### src/design/crx_pkg.sv
// Package for the character range expander: constants, payload types and controller links.
`timescale 1ns / 1ps

package crx_pkg;

  // Character codes
  localparam logic [7:0] DashCode  = 8'h2D;
  localparam logic [7:0] NulCode   = 8'h00;
  localparam logic [7:0] UpperLo   = 8'h41;  // 'A'
  localparam logic [7:0] UpperHi   = 8'h5A;  // 'Z'
  localparam logic [7:0] LowerLo   = 8'h61;  // 'a'
  localparam logic [7:0] LowerHi   = 8'h7A;  // 'z'
  localparam logic [7:0] DigitLo   = 8'h30;  // '0'
  localparam logic [7:0] DigitHi   = 8'h39;  // '9'

  // Input transaction payload
  typedef struct packed {
    logic [7:0] text_byte;
    logic       end_of_text;
  } in_t;

  // Output transaction payload
  typedef struct packed {
    logic [7:0] out_byte;
    logic       run_last;
    logic       is_terminator;
  } out_t;

  // Source of the character loaded into the output register
  typedef enum logic [1:0] {
    SEL_START = 2'd0,
    SEL_DASH  = 2'd1,
    SEL_LAST  = 2'd2,
    SEL_SCAN  = 2'd3
  } out_sel_e;

  // Emission plan decoded for one accepted item
  typedef struct packed {
    logic emit_start;
    logic emit_dash;
    logic emit_last;
    logic scan;
  } plan_t;

  // Controller to datapath
  typedef struct packed {
    logic     accept;
    logic     load_out;
    out_sel_e sel;
    logic     last;
    logic     scan_step;
  } cmd_t;

  // Datapath to controller
  typedef struct packed {
    plan_t plan;
    logic  out_free;
    logic  k_alnum;
    logic  k_at_end;
  } status_t;

  function automatic logic is_alnum(input logic [7:0] c);
    is_alnum = ((c >= UpperLo) && (c <= UpperHi)) ||
               ((c >= LowerLo) && (c <= LowerHi)) ||
               ((c >= DigitLo) && (c <= DigitHi));
  endfunction

endpackage

### src/design/crx_datapath.sv
// Datapath of the character range expander: pending state, scan counter, output register.
`timescale 1ns / 1ps

module crx_datapath (
  input  logic             clk_i,
  input  logic             rst_ni,
  input  crx_pkg::in_t     in_i,
  input  crx_pkg::cmd_t    cmd_i,
  output crx_pkg::status_t status_o,
  output logic             out_valid_o,
  input  logic             out_ready_i,
  output crx_pkg::out_t    out_o
);
  import crx_pkg::*;

  logic [7:0] range_start_q, range_start_d;
  logic       dash_q, dash_d;
  logic [7:0] held_start_q;
  logic [7:0] last_char_q;
  logic       term_q;
  logic [7:0] k_q;
  logic       out_valid_q;
  out_t       out_q;
  plan_t      plan;
  logic       start_nz;
  logic       dash_store;
  logic [7:0] sel_char;

  // Decode the plan and the next pending state for the offered item
  always_comb begin
    plan          = '0;
    range_start_d = range_start_q;
    dash_d        = dash_q;
    start_nz      = (range_start_q != NulCode);
    dash_store    = start_nz && (in_i.text_byte == DashCode);
    if (in_i.end_of_text) begin
      plan.emit_start = start_nz;
      plan.emit_dash  = dash_q;
      plan.emit_last  = 1'b1;
      range_start_d   = NulCode;
      dash_d          = 1'b0;
    end else if (dash_store) begin
      dash_d = 1'b1;
    end else if (is_alnum(in_i.text_byte)) begin
      if (dash_q) begin
        if (in_i.text_byte < range_start_q) begin
          // descending pair is copied literally
          plan.emit_start = 1'b1;
          plan.emit_dash  = 1'b1;
          plan.emit_last  = 1'b1;
        end else begin
          plan.scan = 1'b1;
        end
        range_start_d = NulCode;
        dash_d        = 1'b0;
      end else begin
        plan.emit_start = start_nz;
        range_start_d   = in_i.text_byte;
      end
    end else begin
      plan.emit_start = start_nz;
      plan.emit_dash  = dash_q;
      plan.emit_last  = 1'b1;
      range_start_d   = NulCode;
      dash_d          = 1'b0;
    end
  end

  // Pending state
  always_ff @(posedge clk_i or negedge rst_ni) begin
    if (!rst_ni) begin
      range_start_q <= NulCode;
      dash_q        <= 1'b0;
    end else if (cmd_i.accept) begin
      range_start_q <= range_start_d;
      dash_q        <= dash_d;
    end
  end

  // Per-item working registers and scan counter
  always_ff @(posedge clk_i) begin
    if (cmd_i.accept) begin
      held_start_q <= range_start_q;
      last_char_q  <= in_i.end_of_text ? NulCode : in_i.text_byte;
      term_q       <= in_i.end_of_text;
      k_q          <= range_start_q;
    end else if (cmd_i.scan_step) begin
      k_q <= k_q + 8'd1;
    end
  end

  // Output character selection
  always_comb begin
    unique case (cmd_i.sel)
      SEL_START: sel_char = held_start_q;
      SEL_DASH:  sel_char = DashCode;
      SEL_LAST:  sel_char = last_char_q;
      SEL_SCAN:  sel_char = k_q;
      default:   sel_char = NulCode;
    endcase
  end

  // Output register, freed when the receiver takes the transaction
  always_ff @(posedge clk_i or negedge rst_ni) begin
    if (!rst_ni) begin
      out_valid_q <= 1'b0;
    end else if (cmd_i.load_out) begin
      out_valid_q <= 1'b1;
    end else if (out_ready_i) begin
      out_valid_q <= 1'b0;
    end
  end

  always_ff @(posedge clk_i) begin
    if (cmd_i.load_out) begin
      out_q.out_byte      <= sel_char;
      out_q.run_last      <= cmd_i.last;
      out_q.is_terminator <= (cmd_i.sel == SEL_LAST) && term_q;
    end
  end

  assign status_o.plan     = plan;
  assign status_o.out_free = !out_valid_q || out_ready_i;
  assign status_o.k_alnum  = is_alnum(k_q);
  assign status_o.k_at_end = (k_q == last_char_q);
  assign out_valid_o       = out_valid_q;
  assign out_o             = out_q;

endmodule

### src/design/crx_controller.sv
// Controller of the character range expander: sequences the results of one item.
`timescale 1ns / 1ps

module crx_controller (
  input  logic             clk_i,
  input  logic             rst_ni,
  input  logic             in_valid_i,
  output logic             in_ready_o,
  input  crx_pkg::status_t status_i,
  output crx_pkg::cmd_t    cmd_o
);
  import crx_pkg::*;

  typedef enum logic [4:0] {
    S_IDLE  = 5'b00001,
    S_START = 5'b00010,
    S_DASH  = 5'b00100,
    S_LAST  = 5'b01000,
    S_SCAN  = 5'b10000
  } state_e;

  state_e state_q, state_d;
  plan_t  plan_q, plan_d;

  // Next state and commands
  always_comb begin
    state_d       = state_q;
    plan_d        = plan_q;
    cmd_o         = '0;
    cmd_o.sel     = SEL_START;
    in_ready_o    = 1'b0;
    unique case (state_q)
      S_IDLE: begin
        in_ready_o = 1'b1;
        if (in_valid_i) begin
          cmd_o.accept = 1'b1;
          plan_d       = status_i.plan;
          if (status_i.plan.emit_start)     state_d = S_START;
          else if (status_i.plan.emit_dash) state_d = S_DASH;
          else if (status_i.plan.emit_last) state_d = S_LAST;
          else if (status_i.plan.scan)      state_d = S_SCAN;
        end
      end
      S_START: begin
        cmd_o.sel  = SEL_START;
        cmd_o.last = !plan_q.emit_dash && !plan_q.emit_last;
        if (status_i.out_free) begin
          cmd_o.load_out = 1'b1;
          if (plan_q.emit_dash)      state_d = S_DASH;
          else if (plan_q.emit_last) state_d = S_LAST;
          else                       state_d = S_IDLE;
        end
      end
      S_DASH: begin
        cmd_o.sel  = SEL_DASH;
        cmd_o.last = !plan_q.emit_last;
        if (status_i.out_free) begin
          cmd_o.load_out = 1'b1;
          state_d        = plan_q.emit_last ? S_LAST : S_IDLE;
        end
      end
      S_LAST: begin
        cmd_o.sel  = SEL_LAST;
        cmd_o.last = 1'b1;
        if (status_i.out_free) begin
          cmd_o.load_out = 1'b1;
          state_d        = S_IDLE;
        end
      end
      S_SCAN: begin
        // one code per cycle unless output stalls; non-alnum codes are skipped
        cmd_o.sel  = SEL_SCAN;
        cmd_o.last = status_i.k_at_end;
        if (!status_i.k_alnum) begin
          cmd_o.scan_step = 1'b1;
        end else if (status_i.out_free) begin
          cmd_o.load_out = 1'b1;
          if (status_i.k_at_end) state_d = S_IDLE;
          else                   cmd_o.scan_step = 1'b1;
        end
      end
      default: state_d = S_IDLE;
    endcase
  end

  always_ff @(posedge clk_i or negedge rst_ni) begin
    if (!rst_ni) begin
      state_q <= S_IDLE;
      plan_q  <= '0;
    end else begin
      state_q <= state_d;
      plan_q  <= plan_d;
    end
  end

endmodule

### src/design/char_range_expander.sv
// Top level of the character range expander.
//
// Input channel (in_valid_i / in_ready_o / in_i) carries one text byte per
// transaction, or an end marker. Output channel (out_valid_o / out_ready_i /
// out_o) carries one expanded character per transaction; run_last flags the
// final result of an input item and is_terminator flags the closing NUL.
// Shorthand such as a-z or 0-9 is expanded to every letter or digit in the
// run; other bytes pass through, flushing any pending start and dash.
// After acceptance the first emit state loads the first result once the
// output register is free. Literal output gives one result per cycle and a
// range scans one code per cycle from its start to its end, both while the
// output register is free. A new item is accepted once the previous item's
// last result sits in the output register; for items that only store a
// start or a dash the sequencer stays idle. When the receiver stalls, the
// output register holds its transaction and the sequencer waits. Reset
// clears the pending start and dash and empties the output register.
`timescale 1ns / 1ps

module char_range_expander (
  input  logic          clk_i,
  input  logic          rst_ni,
  input  logic          in_valid_i,
  output logic          in_ready_o,
  input  crx_pkg::in_t  in_i,
  output logic          out_valid_o,
  input  logic          out_ready_i,
  output crx_pkg::out_t out_o
);
  import crx_pkg::*;

  cmd_t    cmd;
  status_t status;

  // Sequencer
  crx_controller u_ctrl (
    .clk_i      (clk_i),
    .rst_ni     (rst_ni),
    .in_valid_i (in_valid_i),
    .in_ready_o (in_ready_o),
    .status_i   (status),
    .cmd_o      (cmd)
  );

  // State, scan counter and output register
  crx_datapath u_dp (
    .clk_i       (clk_i),
    .rst_ni      (rst_ni),
    .in_i        (in_i),
    .cmd_i       (cmd),
    .status_o    (status),
    .out_valid_o (out_valid_o),
    .out_ready_i (out_ready_i),
    .out_o       (out_o)
  );

endmodule

### config.mk
export PLATFORM = sky130hd
export DESIGN_NAME = char_range_expander
export DESIGN_NICKNAME = d
export VERILOG_FILES = /design/src/design/crx_pkg.sv /design/src/design/crx_datapath.sv /design/src/design/crx_controller.sv /design/src/design/char_range_expander.sv
export SDC_FILE = /design/constraint.sdc
export NUM_CORES = 1
export LEC_CHECK = 0
export BUFFER_PORTS_ARGS = -buffer_cell sky130_fd_sc_hd__clkbuf_2
export CORE_ASPECT_RATIO = 0.8
export CORE_MARGIN = 4
export CORE_UTILIZATION = 50
export DETAILED_ROUTE_END_ITERATION = 8
export PLACE_DENSITY = 0.69
export SLEW_MARGIN = 25
export SYNTH_ARGS = -nofsm -noshare
export SYNTH_HDL_FRONTEND = slang
export SYNTH_SLANG_ARGS = --single-unit
### constraint.sdc
create_clock -name clk_i -period 3.2 [get_ports clk_i]
set_input_delay 0 -clock clk_i [delete_from_list [all_inputs] [get_ports clk_i]]
set_output_delay 0 -clock clk_i [all_outputs]
set_load 0.05 [all_outputs]
* After elaboration in Yosys (flattened, before gate mapping)
Index checks and enable logic that the tools add are counted.
Operators by class: shift operators 0, div/mod/pow operators 0, mux-type cells 44, reduce and logical (&&, ||, !) cells 24, $add $sub $neg 1, multipliers 0, bitwise logic cells 0, equal/unequal tests 19, order comparisons 13
Operator list (number):
- 2-to-1 mux 5 bit | 12
- 2-to-1 mux 8 bit | 6
- greater-or-equal comparator 8 x 7 -> 1 bit (second input constant) | 4
- <= comparator 8 x 7 -> 1 bit (second input constant) | 4
- case mux 8 bit (4 select lines) | 1
- case mux 5 bit (5 select lines) | 1
- 2-to-1 mux 1 bit | 17
- greater-or-equal comparator 8 x 6 -> 1 bit (second input constant) | 2
- <= comparator 8 x 6 -> 1 bit (second input constant) | 2
- case mux 4 bit (4 select lines) | 1
- 2-to-1 mux 3 bit | 4
- != test 2 bit (second input constant) | 6
- logical AND 1 bit | 9
- adder 8 x 1 -> 8 bit (second input constant) | 1
- equality test 8 x 6 -> 1 bit (second input constant) | 1
- equality test 8 bit | 1
- less-than comparator 8 bit | 1
- 2-to-1 mux 4 bit | 2
- AND reduction 8 bit | 1
- nonzero test 8 bit | 1
- equality test 5 x 1 -> 1 bit (second input constant) | 1
- equality test 5 x 2 -> 1 bit (second input constant) | 1
- equality test 5 x 3 -> 1 bit (second input constant) | 1
- equality test 5 x 4 -> 1 bit (second input constant) | 1
- 10 further kinds | 20
Storage, ports and cells: bits in read-only memories 0, RAM bits 0, memories kept 0, register bits after elaboration 52, latch bits 0, input bits 13, output and inout bits 12, word-level logic and storage cells 114

* Depth between registers and ports, before layout
Gate-level depths: netlist of the first run.
word-level depth 13, mapped depth 9, depth with buffers taken out 9

* By module
Synthesis of the first run repeated with hierarchy kept, for this count alone.
Unflattened totals: cell total of the unflattened synthesis 268, area, all modules 3001.6 sq um
Modules (own cells, without submodules):
- crx_datapath | cells each 205, instances 1, area each 2421.1 sq um, sequential area each 1301.2 sq um
- crx_controller | cells each 63, instances 1, area each 580.6 sq um, sequential area each 176.4 sq um

* Least setup slack after synthesis of the first run
No wires, ideal clock.
kind register to register, start register u_ctrl.state_q[2], end register u_dp.range_start_q[0], setup time 67 ps, path buffers 0, clock period less this slack 2424 ps, required time 3133 ps, setup slack 776 ps, arrival 2358 ps, stages on the path, launching flop included 9, cells stage by stage dfrtp_1 > nor2_2 > nand2_4 > nor3b_4 > nand2_1 > inv_2 > o21ai_2 > nor4_4 > a22o_1
RTL lines:
- from (decl) | line crx_controller.sv:22 | state_e state_q, state_d;
- from (signal assigned) | line crx_controller.sv:91 | state_q <= state_d;
- to (signal assigned) | line crx_datapath.sv:72 | range_start_q <= NulCode;
- to (signal assigned) | line crx_datapath.sv:75 | range_start_q <= range_start_d;
- to (decl) | line crx_datapath.sv:16 | logic [7:0] range_start_q, range_start_d;

* Worst setup path after layout of the first run
start register u_dp.range_start_q[2], end register u_ctrl.state_q[0]
On the way: word-level cells in the longest chain between the ends 11, elaborated cells between the ends (all ways) 19, classes of those cells order compare (1); eq/ne (1); mux (14); reduce/logical (3)
RTL lines:
- less-than comparator 8 bit | line crx_datapath.sv:46 | if (in_i.text_byte < range_start_q) begin
- 2-to-1 mux 3 bit | line crx_datapath.sv:46
- 2-to-1 mux 3 bit | line crx_datapath.sv:45 | if (dash_q) begin
- 2-to-1 mux 3 bit | line crx_datapath.sv:44 | end else if (is_alnum(in_i.text_byte)) begin
- 2-to-1 mux 4 bit | line crx_datapath.sv:42 | end else if (dash_store) begin
- 2-to-1 mux 3 bit | line crx_datapath.sv:36 | if (in_i.end_of_text) begin
- 2-to-1 mux 5 bit | line crx_controller.sv:40 | else if (status_i.plan.emit_last) state_d = S_LAST;
- 2-to-1 mux 5 bit | line crx_controller.sv:39 | else if (status_i.plan.emit_dash) state_d = S_DASH;
- 2-to-1 mux 5 bit | line crx_controller.sv:38 | if (status_i.plan.emit_start) state_d = S_START;
- 2-to-1 mux 5 bit | line crx_controller.sv:35 | if (in_valid_i) begin
- case mux 5 bit (5 select lines) | line crx_controller.sv:32 | unique case (state_q)
Several ways; a longest one is shown, not always the timed one. The select of a mux whose other input is x is not followed. A chain may end at the register's enable or synchronous reset.

==> flow_summary.yaml, run 1 <==
status:
  outcome: "complete, no violations"
final_layout:
  nets: 328
  area_delta_synth_final_pct: 8.86
  fill_cells: 529
  drive_above_1_share: 0.183
  fin_util: 0.559
  antennaDiodeCount: 0
  final_area_sq_um: 3290
  fin_cells: 387
critical_path:
  critPathRequiredTime_ns: 3.43
  slowest_stage: "or3_2"
  cp-end-kind: "register"
  cp_slowest_stage_delay_ns: 0.47
  reg2reg_slack_ns: 0.67
  crit_fanout: 4
  cp_cell_sequence: "inv_1, ha_1, or3_2, a21oi_1, o311ai_0, a21boi_1, nand4bb_2, o21ai_2, mux2_4"
  startpoint_type: "register"
  cp.arrival_ns: 2.77
  crit_type: "register to register"
timing:
  rsz0062_at_grt: "false"
  clock.fmax_mhz: 395
  fin_setup_tns_ns: 0
  holdWs_ns: 0.0109
  finalHoldViolations: 0
  setup_violations: 0
  slew_violations: 0
  min_period_over_period: 0.791
  max-slew-margin-rel: 0.607
  period_needed_ns: 2.53
  worst_pin_slew_ns: 0.588
  fin_skew_ns: 0.00320
  fin_ws_ns: 0.669
clocking:
  clock_path_buffers: 2
  clock_latency_ns: 0.30
  cts_tree: "yes"
  clk_pin_slew_worst_paths_ns: 0.09
  cts_root_buf: "clkbuf_8"
  numCtsBuffers: 5
  htreeDepth: 2
  cts_sinks: 52
synthesis:
  ys.flop_type: "edfxtp_1"
  synth_area_sq_um: 3020
  synth_cell_types: 65
  yosys_warnings: 0
  synth-async-reset-ratio: 0.327
  synth-seq-area-share: 0.489
  syn_nets: 309
  synth-edff-count: 35
  synth-seq-cells: 52
  netlist_instances: 286
  syn_avg_cell_area_sq_um: 10.6
grt:
  grt_util_all_layers: 0.182
  grt_max_degree: 23
  grt_pass1_wl_mm: 10.5
  overflow: 0
  first_global_vias: 2042
  antenna_found_initial: 0
placement:
  placed_cells: 378
  place_ws_ns: 0.664
  placed_cell_area_sq_um: 3170
  portBuffers: 24
  dp_hpwl_mm: 4.85
  place_congestion: 0.829
route:
  drt_iter0_markers: 187
  drtAntennaViolNets: 0
  remaining_drc_errors: 0
  num_vias: 2179
  via_per_inst: 5.63
  first_pass_iters: 4
  routedWlPerCell_um: 16.4
  routed_wl_mm: 6.34
power:
  powerDensity_nw_per_um2: 792
  ir_drop_v: 0.000272
  finalPower_mw: 2.60
  p_leak_nw: 1.30
die:
  start_util: 0.514
  dieArea_sq_um: 7360
  dieWidth_um: 94.9
  core_area_sq_um: 5880
  rows: 25
  ios: 25
  fp.dieH_um: 77.5
job:
  cap_viol_max_count: 0
min_path:
  hp-class: "input port to register"
[report_power, final]
| group | internal, mW | switching (mW) |
|---|---|---|
| Clock | 0.232 | 0.208 |
| Sequential | 0.964 | 0.181 |
| Combinational | 0.379 | 0.641 |
[critical path, delay by kind of cell (launching register included)]
family | cells | cell delay [ns]
multiplexers | 1 | 0.31
AO/OA/AOI/OAI | 4 | 0.72
flip-flops | 1 | 0.43
adder cells (fa/ha/maj) | 1 | 0.26
AND/OR/NAND/NOR | 2 | 0.68
buffers and inverters | 1 | 0.08
[sequential cells by signal, indices dropped and copies added (netlist names)]
| signal | flops |
|---|---|
| u_dp.held_start_q | 8 |
| u_dp.dash_q | 1 |
| u_dp.range_start_q | 8 |
| u_dp.out_valid_o | 1 |
| u_ctrl.plan_q | 2 |
| u_dp.last_char_q | 8 |
| u_ctrl.state_q | 5 |
| u_dp.k_q | 8 |
| u_dp.term_q | 1 |
| u_dp.out_o | 10 |
[path summary, 6_finish.rpt]
check                                 startpoint  depth (start not counted)               endpoint
max                        u_dp.range_start_q[2]                          9      u_ctrl.state_q[0]
min                                      in_i[6]                          2  u_dp.range_start_q[5]
max reg2reg                u_dp.range_start_q[2]                          9      u_ctrl.state_q[0]
min reg2reg                u_dp.range_start_q[3]                          0   u_dp.held_start_q[3]
max in group asynchronous                 rst_ni                          2      u_ctrl.state_q[0]
min in group asynchronous                 rst_ni                          2       u_dp.out_valid_o
[repair_timing]
item,CTS,global route
resized for setup,0,0
endpoints found under the hold margin,17,0
hold buffers,1,0
buffers inserted,0,0
[layer usage]
layer  track usage  share of wire  wire, um  vias up
li1              -              -         -     1081
met1         0.275           0.49      3130     1024
met2         0.272           0.44      2780       68
met3        0.0359          0.057       361        6
met4        0.0389          0.010        66        0
met5             0              0         0        -
[cells in the mapped netlist (3+ instances only)]
cell type	n	share of area
edfxtp_1	35	0.35
nand2_1	32	0.040
dfrtp_1	16	0.13
o21ai_0	16	0.027
inv_1	15	0.019
nor2_1	13	0.016
xnor2_1	13	0.038
a21oi_1	11	0.018
ha_1	10	0.041
nand3_1	9	0.015
nor2b_1	9	0.019
a22o_1	7	0.020
a31oi_1	6	0.012
clkbuf_1	6	0.0075
a22oi_1	5	0.012
and2_1	5	0.010
buf_2	5	0.0083
and3_1	4	0.0083
xor2_1	4	0.012
nand4_1	3	0.0062
nor3_1	3	0.0050
o211ai_1	3	0.0075
[layout by cell type (no fill, tap or decap), drive strengths merged, types with 3 or more instances in the layout]
cell type  count
edfxtp        35
a21oi         12
a22o           7
nor3           5
and2           5
o21ai         20
clkbuf        30
nor2          14
a22oi          5
nand2b         3
and3           5
nand2         33
nand3          9
dfrtp         16
nor2b          9
o211ai         3
xnor2         13
a21o           3
or3            3
xor2           4
nor4           3
ha            10
a31oi          6
inv           17
nand4          3
[cell families (layout without fill, tap and decap cells)]
| family | count (synthesis) | in the layout | synth area share |
|---|---|---|---|
| XOR/XNOR | 17 | 17 | 0.0493 |
| AO/OA/AOI/OAI | 70 | 70 | 0.162 |
| flip-flops | 52 | 52 | 0.489 |
| adder cells (fa/ha/maj) | 10 | 10 | 0.0414 |
| multiplexers | 2 | 2 | 0.00994 |
| buffers and inverters | 31 | 51 | 0.0472 |
| AND/OR/NAND/NOR | 104 | 104 | 0.201 |
[area by class of cell]
type	instances	area, sq um	share of cell area
Sequential cell	52	1480	0.449
Multi-Input combinational cell	203	1400	0.426
Clock buffer	6	72.6	0.0221
Inverter	17	63.8	0.0194
Clock inverter	2	35.0	0.0107
Timing Repair Buffer	26	138	0.0418
Tap cell	81	101	0.0308
(Power assumes the default switching activity.)
==> inputs of run 2 (changes only) <==
==> constraint.sdc (replaced) <==
create_clock -name clk_i -period 2.5 [get_ports clk_i]
set_input_delay 0 -clock clk_i [delete_from_list [all_inputs] [get_ports clk_i]]
set_output_delay 0 -clock clk_i [all_outputs]
set_load 0.05 [all_outputs]
==> run 2 against run 1 <==
Clock skew is 0.0023 ns higher. First-iteration DRC count down 11%. Wire length is 4.1% higher. Final area is 4.1% higher.
==> flow_summary.yaml, run 2 (synthesized netlist as in run 1, its figures left out) <==
timing:
  clock.fmax_mhz: 416
  finalHoldViolations: 0
  max-slew-margin-rel: 0.605
  setup_violations: 0
  worst_pin_slew_ns: 0.590
  fin_skew_ns: 0.00549
  fin_setup_tns_ns: 0
  rsz0062_at_grt: "false"
  slew_violations: 0
  min_period_over_period: 0.961
  period_needed_ns: 2.40
  holdWs_ns: 0.0179
grt:
  overflow: 0
  grt_pass1_wl_mm: 11.2
  grt_util_all_layers: 0.195
  first_global_vias: 2165
  grt_max_degree: 23
  antenna_found_initial: 0
power:
  ir_drop_v: 0.000372
  powerDensity_nw_per_um2: 1020
  p_leak_nw: 1.39
route:
  routedWlPerCell_um: 16.4
  routed_wl_mm: 6.60
  first_pass_iters: 5
  drtAntennaViolNets: 0
  drt_iter0_markers: 167
  num_vias: 2266
  remaining_drc_errors: 0
  via_per_inst: 5.64
final_layout:
  mostFrequentLayoutCells: "35 x edfxtp_1, 32 x nand2_1, 24 x clkbuf_2"
  fin_cells: 402
  antennaDiodeCount: 0
  fin_util: 0.583
  nets: 343
  drive_above_1_share: 0.218
  fill_cells: 519
  multi_input_area_sq_um: 1400
  seqCellArea_sq_um: 1480
  largest_reg_flops: 10
  area_delta_synth_final_pct: 13.4
  layout_commonest_cell: "edfxtp_1"
placement:
  dp_hpwl_mm: 5.03
  placed_cells: 390
  portBuffers: 24
  place_congestion: 0.884
die:
  core_area_sq_um: 5880
  start_util: 0.514
  rows: 25
  dieWidth_um: 94.9
  fp.dieH_um: 77.5
  ios: 25
  dieArea_sq_um: 7360
critical_path:
  crit_fanout: 3
  cp.arrival_ns: 2.58
  crit_start: "u_dp.range_start_q[2]"
  rr_startpoint: "u_dp.range_start_q[2]"
  critPathRequiredTime_ns: 2.68
  startpoint_type: "register"
  reg2reg_slack_ns: 0.1
  crit_type: "register to register"
  cp-end-kind: "register"
clocking:
  clk_pin_slew_worst_paths_ns: 0.09
  clock_path_buffers: 2
  cts_sinks: 52
  htreeDepth: 2
  cts_root_buf: "clkbuf_8"
  cts_tree: "yes"
  numCtsBuffers: 5
  cts-resized-gates: 0
  clock_latency_ns: 0.30
min_path:
  hp-start: "in_i[1]"
  hp-class: "input port to register"
job:
  cap_viol_max_count: 0
status:
  outcome: "complete, no violations"
==> run 2: cell types whose count changed in the layout (fill, tap and decap cells not counted) <==
cell / before / now
dlygate4sd3_1: 1 / 2
clkinv_1: 0 / 1
clkbuf_1: 1 / 0
clkbuf_8: 5 / 6
buf_12: 0 / 1
clkinv_2: 1 / 0
buf_4: 1 / 14
==> run 2: layout make-up <==
type	instances	area share
inverter	17	0.0186
clock buffer	6	0.0241
sequential	52	0.431
tap	81	0.0296
timing repair buffer	41	0.0774
multi-input combinational	203	0.409
clock inverter	2	0.00986
==> run 2: critical path: stages (launching register included) <==
cell,delay [ns]
dfrtp_1,0.39
inv_1,0.06
ha_1,0.27
or3_2,0.49
a21oi_1,0.19
o31ai_1,0.14
mux2_4,0.30
and2_1,0.17
a31oi_1,0.20
o21ai_1,0.08
==> run 2: worst paths after layout <==
| check | to | cells past startpoint |
|---|---|---|
| min in group asynchronous | u_dp.out_valid_o | 2 |
| hold / removal | u_dp.range_start_q[0] | 2 |
| max in group asynchronous | u_ctrl.state_q[0] | 2 |
| setup reg to reg | u_ctrl.state_q[2] | 9 |
| setup / recovery | u_ctrl.state_q[2] | 9 |
| hold reg to reg | u_dp.held_start_q[3] | 0 |
==> run 2: per-layer routing <==
layer,GRT usage,part of all wire,vias to the layer above
met5,0,0,-
met4,0.0418,0.011,0
met3,0.0300,0.057,8
met2,0.281,0.44,67
met1,0.307,0.50,1082
li1,-,-,1109
==> run 2: power breakdown <==
group	total (mW)	switching, mW	internal, mW
registers	1.41	0.181	1.23
clock network	0.597	0.274	0.323
logic	1.48	0.904	0.575
==> run 2: timing repair <==
action | 4_1_cts | 5_1_grt
setup endpoints to repair | 0 | 3
hold endpoints to repair | 18 | 0
setup buffers | 0 | 2
hold buffers | 2 | 0
==> run 2: through the flow <==
step           cell area (sq um)  power [mW]  setup slack (ns)
6_report                    3430        3.49            0.0978
5_1_grt                     3430        3.72           0.00132
4_1_cts                     3410        3.48             0.103
3_5_place_dp                3270        2.89             0.134
3_3_place_gp                3270        2.87             0.205
2_1_floorplan               3020        2.48            0.0757
